<file path="config.mk">
export PLATFORM = sky130hd
export DESIGN_NAME = bsba_blk_win
export DESIGN_NICKNAME = d
export VERILOG_FILES = /design/src/hw/rtl/bsba_pkg.sv /design/src/hw/rtl/bsba_blk_win.sv
export SDC_FILE = /design/constraint.sdc
export NUM_CORES = 1
export LEC_CHECK = 0
export BUFFER_PORTS_ARGS = -buffer_cell sky130_fd_sc_hd__buf_2
export CAP_MARGIN = 5
export CORE_MARGIN = 2
export CORE_UTILIZATION = 40
export DETAILED_ROUTE_END_ITERATION = 12
export GPL_ROUTABILITY_DRIVEN = 1
export GPL_TIMING_DRIVEN = 0
export PLACE_DENSITY_LB_ADDON = 0.05
export SYNTH_ARGS = -nofsm -noshare
export SYNTH_HDL_FRONTEND = slang
export SYNTH_SLANG_ARGS = --single-unit
</file>
<file path="constraint.sdc">
create_clock -name vclk -period 9.7
set_input_delay 0.97 -clock vclk [all_inputs]
set_output_delay 0.97 -clock vclk [all_outputs]
set_load 0.005 [all_outputs]
</file>
<file path="src/hw/rtl/bsba_pkg.sv">
// Shared types, constants and helper functions for the bitmap slot/block allocator.
// Depends on nothing; every file in hw/rtl but bsba_ram imports it.
package bsba_pkg;

    localparam int DEF_SLOTS       = 32768;
    localparam int DEF_BLOCK_SLOTS = 64;
    localparam int WORD_BITS       = 64;
    localparam int WIN_BITS        = 2 * WORD_BITS;
    localparam int INDEX_W         = 15;
    localparam int OP_W            = 2;

    typedef logic [WORD_BITS-1:0] word_t;
    typedef logic [WIN_BITS-1:0]  win_t;

    typedef enum logic [OP_W-1:0] {
        OP_ALLOC_SLOT  = 2'd0,
        OP_ALLOC_BLOCK = 2'd1,
        OP_FREE        = 2'd2
    } op_t;

    typedef enum logic [2:0] {
        ST_IDLE,
        ST_FIND,
        ST_RMW_RD,
        ST_RMW_WR,
        ST_BLK_ROW,
        ST_BLK_SUM,
        ST_BLK_SCAN,
        ST_DONE
    } state_t;

    typedef enum logic [1:0] {
        MODE_SLOT,
        MODE_SET,
        MODE_CLR
    } rmw_mode_t;

    // Result of checking one map word for a free aligned block that ends in it.
    typedef struct packed {
        logic       hit;
        logic [5:0] end_bit;
        word_t      lo_mask;
        word_t      hi_mask;
    } blk_hit_t;

    // Position of the lowest set bit; zero when no bit is set.
    function automatic logic [5:0] lowest_set(input word_t v);
        logic [5:0] r;
        r = '0;
        for (int i = WORD_BITS - 1; i >= 0; i--)
        begin
            if (v[i])
            begin
                r = 6'(i);
            end
        end
        return r;
    endfunction

    // Bits at or above nbits are set.
    function automatic word_t pad_mask(input int nbits);
        word_t m;
        m = '0;
        for (int i = 0; i < WORD_BITS; i++)
        begin
            m[i] = (i >= nbits);
        end
        return m;
    endfunction

    // The lowest n bits are set.
    function automatic win_t low_ones_win(input int n);
        win_t m;
        m = '0;
        for (int i = 0; i < WIN_BITS; i++)
        begin
            m[i] = (i < n);
        end
        return m;
    endfunction

    // Bit j is set when position j is the last slot of an aligned group of bs slots.
    function automatic win_t end_pattern(input int bs);
        win_t e;
        int   k;
        e = '0;
        k = 0;
        for (int j = 0; j < WIN_BITS; j++)
        begin
            k = k + 1;
            if (k == bs)
            begin
                e[j] = 1'b1;
                k    = 0;
            end
        end
        return e;
    endfunction

endpackage

</file>
<file path="src/hw/rtl/bsba_blk_win.sv">
// Finds the lowest free aligned block that ends in the current map word.
// Depends on bsba_pkg; looks at the current word and the word before it.
module bsba_blk_win
    import bsba_pkg::*;
#(
    parameter int BLOCK_SLOTS = DEF_BLOCK_SLOTS
) (
    input  word_t      cur,
    input  word_t      prev,
    input  logic [5:0] phase,
    output blk_hit_t   result
);

    localparam win_t END_PAT  = end_pattern(BLOCK_SLOTS);
    localparam win_t BLK_ONES = low_ones_win(BLOCK_SLOTS);
    localparam int   SH_BASE  = WORD_BITS + 1 - BLOCK_SLOTS;

    win_t       win;
    win_t       win_mask;
    word_t      free_end;
    word_t      end_mask;
    word_t      hit_vec;
    logic [5:0] end_bit;
    logic [6:0] shift;

    assign win = {cur, prev};

    // A block ending at bit p of the current word covers bits p-BLOCK_SLOTS+1 to p.
    always_comb
    begin
        for (int p = 0; p < WORD_BITS; p++)
        begin
            free_end[p] = (win[p + SH_BASE +: BLOCK_SLOTS] == '0);
        end
    end

    // The phase is the slot number of bit 0 modulo BLOCK_SLOTS.
    assign end_mask = END_PAT[phase +: WORD_BITS];
    assign hit_vec  = free_end & end_mask;
    assign end_bit  = lowest_set(hit_vec);
    assign shift    = 7'(end_bit) + 7'(SH_BASE);
    assign win_mask = BLK_ONES << shift;

    assign result.hit     = |hit_vec;
    assign result.end_bit = end_bit;
    assign result.lo_mask = win_mask[WIN_BITS-1:WORD_BITS];
    assign result.hi_mask = win_mask[WORD_BITS-1:0];

endmodule

</file>
==> results by group, run 1 <==
Detailed routing
  • First-pass DRT Iterations: 6
  • Routed wire length: around 28 mm
  • Avg WL per Cell: between 20 and 25 um
  • Total via count in the routed design: between 8000 and 9000
  • First-iteration detailed-routing DRC count: 1138
  • Count of nets left with antenna violations after detail routing: 0
  • Via count normalized by instance count: 7.00
  • DR DRC count: 0

Power
  • Highest ir drop seen on vdd: approximately 27 uV
  • Cell-internal power: around 0.000032 W
  • Power dissipated by switching net loads: 0.0000560 W
  • Part of the power in the clock network: 0%
  • Sequential cell fraction of total power: 0%
  • Switching portion of total power: between 60% and 70%
  • Pwr/cell area: approximately 14 nW/um^2
  • Portion of total power attributed to combinational logic: 100.0%
  • Total leakage power: roughly 2.4 nW

STA
  • Worst slew margin relative to its limit: about 4.8%
  • Achievable clock frequency: ~130 MHz
  • Unrepaired setup endpoints after global routing: no
  • Final Slew Violations: 0
  • Tmin final: 7.48 ns
  • Slew of the pin with the lowest slew margin: between 1 and 1.5 ns
  • Total negative slack for setup checks: 0 ns
  • Setup-failing EPs final: 0
  • Part of the cycle the worst path needs: between 70% and 80%
  • Post-route setup slack: ~2.2 ns
  • Final worst hold slack: ~2.6 ns
  • Final hold violations: 0

Place
  • DP HPWL: between 20 and 25 mm
  • Cell count after placement: about 1200
  • Routability cong.: 1.06
  • Number of input and output port buffers inserted: between 200 and 300
  • Post-placement setup slack: between 2 and 3 ns

Worst setup path
  • Endpoint arrival time on the critical path: around 6.5 ns
  • Crit end category: primary output
  • Crit path kind: in2out
  • Kind of start point of the critical path: input port
  • Critical Path Start: cur[14]
  • Required arrival time at the worst endpoint: just under 9 ns
  • Crit path max fanout: 10

Logic synthesis
  • Biggest area contributors in the synthesized netlist: sky130_fd_sc_hd__nor4_1, sky130_fd_sc_hd__nor2_1, sky130_fd_sc_hd__nand4_1
  • Syn Nets: between 900 and 1000
  • Synth cell count leaders: sky130_fd_sc_hd__nor2_1, sky130_fd_sc_hd__nor4_1, sky130_fd_sc_hd__nand2_1
  • Post-synthesis instance area: about 4600 um^2
  • Mapped Cells: between 700 and 800
  • Post-synthesis sequential area ratio: 0%
  • Total number of yosys warnings: 0
  • Count leader, synth: sky130_fd_sc_hd__nor2_1
  • Top cell type's share of synthesized area: between 9 and 10%
  • Cell type with the highest aggregate area in the netlist: sky130_fd_sc_hd__nor4_1
  • Number of distinct library cells after synthesis: 76
  • Post-Synthesis Mean Instance Area: ~6.0 um^2

GRT
  • Number of antenna violations at the first check in global routing: 0
  • Via count of the first global-routing pass: 7252
  • Pin count of the biggest net entering global routing: 12
  • Overall routing resource usage: between 40% and 50%
  • Global-route wire length before repair: a little over 40 mm
  • Sum of overflow across all layers after global routing: 0

Layout
  • Total number of nets in the final design: approximately 1200
  • Number of non-filler instances in the completed layout: 1181
  • Clk_buf instances: 0
  • Sequential standard cell area: 0 um^2
  • Number of flip-flops and latches: 0
  • Share of cells above drive strength 1: between 30% and 40%
  • Layout overhead on the synthesized area: 32.8%
  • # diodes: 0

Clock tree
  • Number of hold buffers added after cts: 0
  • Count of instances resized after the clock tree is built: 0
  • Post-CTS Setup Repair Bufs: 0

Hold path
  • Tightest Hold Check Type: in2out
  • Hold path startpoint: cur[21]

Floorplan
  • Chip height: between 100 and 150 um
  • Core Region: 11400 um^2
  • Die extent in x: around 110 um
  • Area enclosed by the die boundary: between 10000 and 15000 um^2
  • Starting density of the core: 40.7%
  • I/O pin count: approximately 270
  • Number of rows created at floorplan: 39

Run status
  • Result of the run: complete, no violations

Job
  • Number of max-cap violations: 0
-- per-layer routing --
layer / part of all wire [%] / GRT usage [%]
met1: 37 / 51.3
met5: 0 / 0
met3: 11 / 7.57
met4: 6.7 / 20.8
met2: 45 / 71.5
-- power by group through the flow --
| stage | logic, W | registers [W] | clock network, W |
|---|---|---|---|
| global route | 0.0000930 | 0 | 0 |
| CTS | 0.0000843 | 0 | 0 |
| floorplan | 0.0000280 | 0 | 0 |
| global placement | 0.0000840 | 0 | 0 |
| finish | 0.0000878 | 0 | 0 |
| detailed placement | 0.0000840 | 0 | 0 |
-- layout by cell type (no fill, tap or decap), drive strengths merged, types with 5 or more instances in the layout --
cell type    n
inv         11
and4         5
nand4       55
clkbuf      14
nand4b       5
nor4        84
or2         14
o21ai       37
and2         8
buf        300
nor2b        6
ha           7
or4         13
nand3       56
nor4b       12
a21oi       48
nand3b       6
nand2       69
or3         12
a31oi       15
a21o         5
nor3        62
a22oi        6
nor2        99
nor3b        7
and3         8
o2111ai     10
o31ai        5
nand2b       9
-- cell type report --
type | instances | area (um^2)
Multi-Input combinational cell | 712 | 4320
Fill cell | 1221 | 5230
Timing Repair Buffer | 267 | 1340
Tap cell | 143 | 179
Buffer | 47 | 262
Inverter | 12 | 45.0
-- worst paths after layout --
| path | slack, ns | end | cells after the start |
|---|---|---|---|
| hold / removal | 2.64 | result[134] | 6 |
| setup / recovery | 2.22 | result[52] | 18 |
-- kinds of logic after synthesis --
kind of cell / count (synthesis) / synth area share, %
AOI/OAI and AO/OA: 167 / 24.1
adders and majority gates: 7 / 1.89
buffers and inverters: 59 / 6.63
and+or+nand+nor: 538 / 67.4
-- worst max-delay path, cell delays in order --
cell                       delay (ns)
sky130_fd_sc_hd__buf_2           0.12
sky130_fd_sc_hd__nor3_1          0.66
sky130_fd_sc_hd__nand3_1         0.60
sky130_fd_sc_hd__nor4_1          0.80
sky130_fd_sc_hd__a22oi_1         0.22
sky130_fd_sc_hd__nand4_1         0.20
sky130_fd_sc_hd__or4_1           0.17
sky130_fd_sc_hd__or2_1           0.10
sky130_fd_sc_hd__clkbuf_1        0.27
sky130_fd_sc_hd__ha_1            0.38
sky130_fd_sc_hd__ha_1            0.18
sky130_fd_sc_hd__clkbuf_1        0.31
sky130_fd_sc_hd__inv_1           0.11
sky130_fd_sc_hd__clkbuf_1        0.27
sky130_fd_sc_hd__nor2_1          0.62
sky130_fd_sc_hd__nor2_1          0.16
sky130_fd_sc_hd__o21a_1          0.22
sky130_fd_sc_hd__buf_2           0.12
-- through the flow --
stage / util, % / instance area (um^2) / power [W]
after global placement: 54.0 / 6140 / 0.0000840
after CTS: 54.0 / 6140 / 0.0000843
final: 54.0 / 6140 / 0.0000878
after detailed placement: 54.0 / 6140 / 0.0000840
after floorplan: - / 4620 / 0.0000280
after global routing: 54.0 / 6140 / 0.0000930
No activity file was read; power rests on OpenSTA's default activity.
==> inputs of run 2 (changes only) <==
==> constraint.sdc (replaced) <==
create_clock -name vclk -period 6.42
set_input_delay 0.642 -clock vclk [all_inputs]
set_output_delay 0.642 -clock vclk [all_outputs]
set_load 0.005 [all_outputs]
==> results by group, run 2 (synthesized netlist as in run 1, its figures left out) <==
Run status
  • Result of the run: complete, but fails checks
  • Failing checks: negative setup slack

Floorplan
  • I/O pin count: about 270
  • Starting density of the core: 40.7%
  • Number of rows created at floorplan: 39
  • Area enclosed by the die boundary: between 10000 and 15000 um^2
  • Die extent in x: 112 um
  • Chip height: between 100 and 150 um
  • Core Region: about 11000 um^2

Layout
  • Total number of nets in the final design: around 1200
  • # diodes: 0
  • Sequential standard cell area: 0 um^2
  • Layout overhead on the synthesized area: 34.9%
  • Final Util: between 50% and 60%
  • Fill cell total of the finished layout: 1206
  • Clk_buf instances: 0
  • Most frequent cells in the layout: sky130_fd_sc_hd__buf_2, sky130_fd_sc_hd__nor2_1, sky130_fd_sc_hd__nor4_1, sky130_fd_sc_hd__nand2_1, sky130_fd_sc_hd__nor3_1
  • Number of flip-flops and latches: 0
  • Share of cells above drive strength 1: between 30% and 40%
  • Most frequent standard cell in the layout excluding fill and tap cells: sky130_fd_sc_hd__buf_2

GRT
  • Global-route met2 utilization: 71.5%
  • Met1 track utilization from global routing: between 50% and 60%
  • Pin count of the biggest net entering global routing: 12
  • Overall routing resource usage: a little over two fifths
  • Layer with the highest usage after global routing: met2
  • Via count of the first global-routing pass: 7253
  • Number of antenna violations at the first check in global routing: 0
  • Global-route wire length before repair: 41.5 mm
  • Met3 global-route usage: under 10%
  • Sum of overflow across all layers after global routing: 0

Detailed routing
  • Avg WL per Cell: approximately 24 um
  • Count of nets left with antenna violations after detail routing: 0
  • DR DRC count: 0
  • Routed wire length: between 20 and 30 mm
  • First-iteration detailed-routing DRC count: about 1200
  • Via count normalized by instance count: between 6 and 7
  • Total via count in the routed design: ~8200
  • First-pass DRT Iterations: 6

Worst setup path
  • Crit path kind: in2out
  • Endpoint arrival time on the critical path: between 5 and 6 ns
  • Crit path max fanout: 10
  • Kind of start point of the critical path: input port
  • Required arrival time at the worst endpoint: 5.78 ns
  • Crit end category: primary output

STA
  • Final Slew Violations: 0
  • Setup-failing EPs final: 1
  • Slew of the pin with the lowest slew margin: about 1.4 ns
  • Tmin final: approximately 6.4 ns
  • Final hold violations: 0
  • Part of the cycle the worst path needs: 100%
  • Post-route setup slack: -0.00922 ns
  • Achievable clock frequency: about 160 MHz
  • Worst slew margin relative to its limit: under 10%

Job
  • Number of max-cap violations: 0

Hold path
  • Tightest Hold Check Type: in2out

Power
  • Total leakage power: 2.44 nW
  • Highest ir drop seen on vdd: about 37 uV
  • Pwr/cell area: between 20 and 25 nW/um^2

Place
  • DP HPWL: approximately 23 mm
  • Routability cong.: 1.06
  • Post-placement setup slack: -0.0482 ns
  • Number of input and output port buffers inserted: 267

Clock tree
  • Post-CTS Setup Repair Bufs: 0
==> run 2: cell counts in the layout (fill, tap and decap cells not counted) <==
No cell type changed its count.
==> run 2: through the flow <==
step	TNS (ns)	total power, W	std cells	area (um^2)	hold slack (ns)
3_3_place_gp	-0.0925	0.000127	1181	6140	1.95
3_5_place_dp	-0.116	0.000127	1181	6140	1.97
5_1_grt	-0.0413	0.000143	1181	6240	2.01
6_report	-0.00922	0.000135	1181	6240	2.01
4_1_cts	0	0.000128	1181	6150	1.98
2_1_floorplan	0	0.0000423	771	4620	1.64
==> run 2: critical path: stages <==
cell and delay, ns:
sky130_fd_sc_hd__buf_2 0.11, sky130_fd_sc_hd__nor3_2 0.56, sky130_fd_sc_hd__nand4_1 0.53, sky130_fd_sc_hd__nor4b_1 0.89
sky130_fd_sc_hd__a31oi_1 0.14, sky130_fd_sc_hd__o2111ai_1 0.27, sky130_fd_sc_hd__or4_1 0.18, sky130_fd_sc_hd__or2_1 0.11
sky130_fd_sc_hd__clkbuf_1 0.27, sky130_fd_sc_hd__ha_1 0.37, sky130_fd_sc_hd__inv_1 0.09, sky130_fd_sc_hd__nor2_1 0.16
sky130_fd_sc_hd__and2_2 0.24, sky130_fd_sc_hd__nand2_1 0.14, sky130_fd_sc_hd__a21oi_2 0.44, sky130_fd_sc_hd__buf_2 0.31
sky130_fd_sc_hd__o21ai_0 0.16, sky130_fd_sc_hd__buf_2 0.16
==> run 2: final timing paths <==
| path | from | to | slack (ns) | cells after the start |
|---|---|---|---|---|
| max | prev[62] | result[92] | -0.009 | 18 |
| min | cur[21] | result[134] | 2.01 | 6 |
==> run 2: layout make-up <==
type / count / area, um^2 / share of cell area (%)
Multi-Input combinational cell: 712 / 4410 / 70.8
Inverter: 12 / 45.0 / 0.722
Tap cell: 143 / 179 / 2.87
Timing Repair Buffer: 267 / 1340 / 21.4
Buffer: 47 / 264 / 4.23
==> run 2: timing repair <==
item	in CTS	in global routing
hold buffers	0	0
setup endpoints to repair	4	72
resized for setup	2	19
==> run 2: layer usage <==
layer  part of all wire [%]  routed length, um  vias up
met2                     45              12900      700
li1                       -                  -     3622
met3                     12               3320      151
met4                    6.7               1900        0
met1                     36              10300     3770
met5                      0                  0        -
==> run 2: report_power, final <==
part | switching (W) | internal, W
logic | 0.0000865 | 0.0000485
registers | 0 | 0
clock network | 0 | 0
==> inputs of run 3 (changes only) <==
--- a/config.mk
+++ b/config.mk
@@ -13,6 +13,7 @@
 export GPL_ROUTABILITY_DRIVEN = 1
 export GPL_TIMING_DRIVEN = 0
 export PLACE_DENSITY_LB_ADDON = 0.05
+export REMOVE_ABC_BUFFERS = 1
 export SYNTH_ARGS = -nofsm -noshare
 export SYNTH_HDL_FRONTEND = slang
 export SYNTH_SLANG_ARGS = --single-unit
==> results by group, run 3 (synthesized netlist as in run 1, its figures left out) <==
Layout
  • Clk_buf instances: 0
  • Number of non-filler instances in the completed layout: ~1100
  • # diodes: 0
  • Number of flip-flops and latches: 0
  • Final Util: between 50% and 60%
  • Layout Cell Area excl Fill: a little over 6000 um^2
  • Sequential standard cell area: 0 um^2
  • Share of cells above drive strength 1: 35.3%
  • Total number of nets in the final design: 1145
  • Most frequent standard cell in the layout excluding fill and tap cells: sky130_fd_sc_hd__buf_2
  • Most frequent cells in the layout: sky130_fd_sc_hd__buf_2, sky130_fd_sc_hd__nor2_1, sky130_fd_sc_hd__nand2_1
  • Layout overhead on the synthesized area: 34.2%

Detailed routing
  • Count of nets left with antenna violations after detail routing: 0
  • Via count normalized by instance count: 6.92
  • Routed wire length: about 27 mm
  • DR DRC count: 0
  • First-pass DRT Iterations: 5
  • Total via count in the routed design: approximately 7900
  • Avg WL per Cell: about 23 um
  • First-iteration detailed-routing DRC count: 1125

STA
  • Post-route setup slack: 0.210 ns
  • Final hold violations: 0
  • Tmin final: approximately 6.2 ns
  • Achievable clock frequency: 161 MHz
  • Setup-failing EPs final: 0
  • Worst slew margin relative to its limit: about 16%
  • Part of the cycle the worst path needs: 96.7%
  • Slew of the pin with the lowest slew margin: around 1.3 ns
  • Final worst hold slack: between 1.5 and 2 ns
  • Final Slew Violations: 0

Worst setup path
  • Crit end category: primary output
  • Cell with the largest stage delay on the worst path: sky130_fd_sc_hd__nor3b_2
  • Required arrival time at the worst endpoint: just under 6 ns
  • Chain of cells forming the critical path: buf_2, nor2_1, nand3_2, nor3b_2, nand3_1, nand3_1, nor4_1, nand2_1, nor2_1, inv_1, ha_1, ha_2, inv_1, nor2_2, nor2_1, o21a_1, buf_2
  • Gate family responsible for the most delay along the worst path: simple AND/OR/NAND/NOR gates
  • Slowest cell delay on critical path: approximately 0.6 ns
  • Crit path kind: in2out
  • Crit path max fanout: 18
  • Endpoint arrival time on the critical path: 5.57 ns
  • Kind of start point of the critical path: input port
  • Number of buffer and inverter instances along the worst setup path: 4
  • Most prevalent standard cell on the critical path: sky130_fd_sc_hd__nor2_1

Hold path
  • Capture endpoint of the worst hold path: result[134]
  • Worst hold path stage count: 6
  • Hold path startpoint: cur[21]
  • Tightest Hold Check Type: in2out

Place
  • DP HPWL: 21.3 mm
  • Number of input and output port buffers inserted: ~270
  • Post-placement setup slack: -1.37 ns
  • Routability cong.: about 1.0
  • Post-detailed-placement cell area: between 5000 and 6000 um^2
  • Cell count after placement: ~1100

Power
  • Pwr/cell area: 21.9 nW/um^2
  • Highest ir drop seen on vdd: 41.2 uV
  • Total leakage power: 2.41 nW

Floorplan
  • Area enclosed by the die boundary: around 12000 um^2
  • Number of rows created at floorplan: 39
  • Chip height: about 110 um
  • Starting density of the core: about two fifths
  • I/O pin count: 269
  • Core Region: ~11000 um^2
  • Die extent in x: ~110 um

Clock tree
  • Number of hold buffers added after cts: 0

Run status
  • Result of the run: complete, no violations

Job
  • Number of max-cap violations: 0

GRT
  • Sum of overflow across all layers after global routing: 0
  • Global-route wire length before repair: roughly 40 mm
  • Number of antenna violations at the first check in global routing: 0
  • Via count of the first global-routing pass: roughly 7200
  • Pin count of the biggest net entering global routing: 42
  • Overall routing resource usage: between 30% and 40%
==> run 3: metrics by stage <==
step	total power (W)	setup TNS, ns
floorplan	0.0000378	0
global placement	0.000125	-129.79
detailed placement	0.000124	-74.88
CTS	0.000126	0
global route	0.000143	-0.0298
finish	0.000136	0
==> run 3: metal layers <==
metal | share of wire (%) | GRT usage (%) | wire length (um)
met1 | 37 | 49.0 | 9940
met2 | 45 | 66.6 | 12000
met3 | 12 | 8.22 | 3330
met4 | 5.8 | 16.6 | 1550
met5 | 0 | 0 | 0
==> run 3: repair_timing <==
item,CTS,global route
setup endpoints to repair,116,109
pin swaps,2,3
setup buffers,6,2
cloned,0,1
hold endpoints to repair,0,0
resized for setup,16,19
==> run 3: cell type report <==
cell class / instances / area [um^2]
Fill cell: 1254 / 5170
Multi-Input combinational cell: 713 / 4530
Tap cell: 143 / 179
Inverter: 12 / 47.5
Timing Repair Buffer: 277 / 1440
==> run 3: worst max-delay path by stage <==
stage                   from           to  cells past startpoint
floorplan             cur[2]   result[64]                     15
global placement      cur[2]   result[68]                     17
detailed placement    cur[2]   result[74]                     17
CTS                  cur[14]  result[104]                     17
global route          cur[2]   result[52]                     17
finish              prev[38]   result[52]                     17
==> run 3: where the power goes <==
part / internal (W) / switching, W / total [W]
Clock: 0 / 0 / 0
Sequential: 0 / 0 / 0
Combinational: 0.0000478 / 0.0000882 / 0.000136
Total: 0.0000478 / 0.0000882 / 0.000136
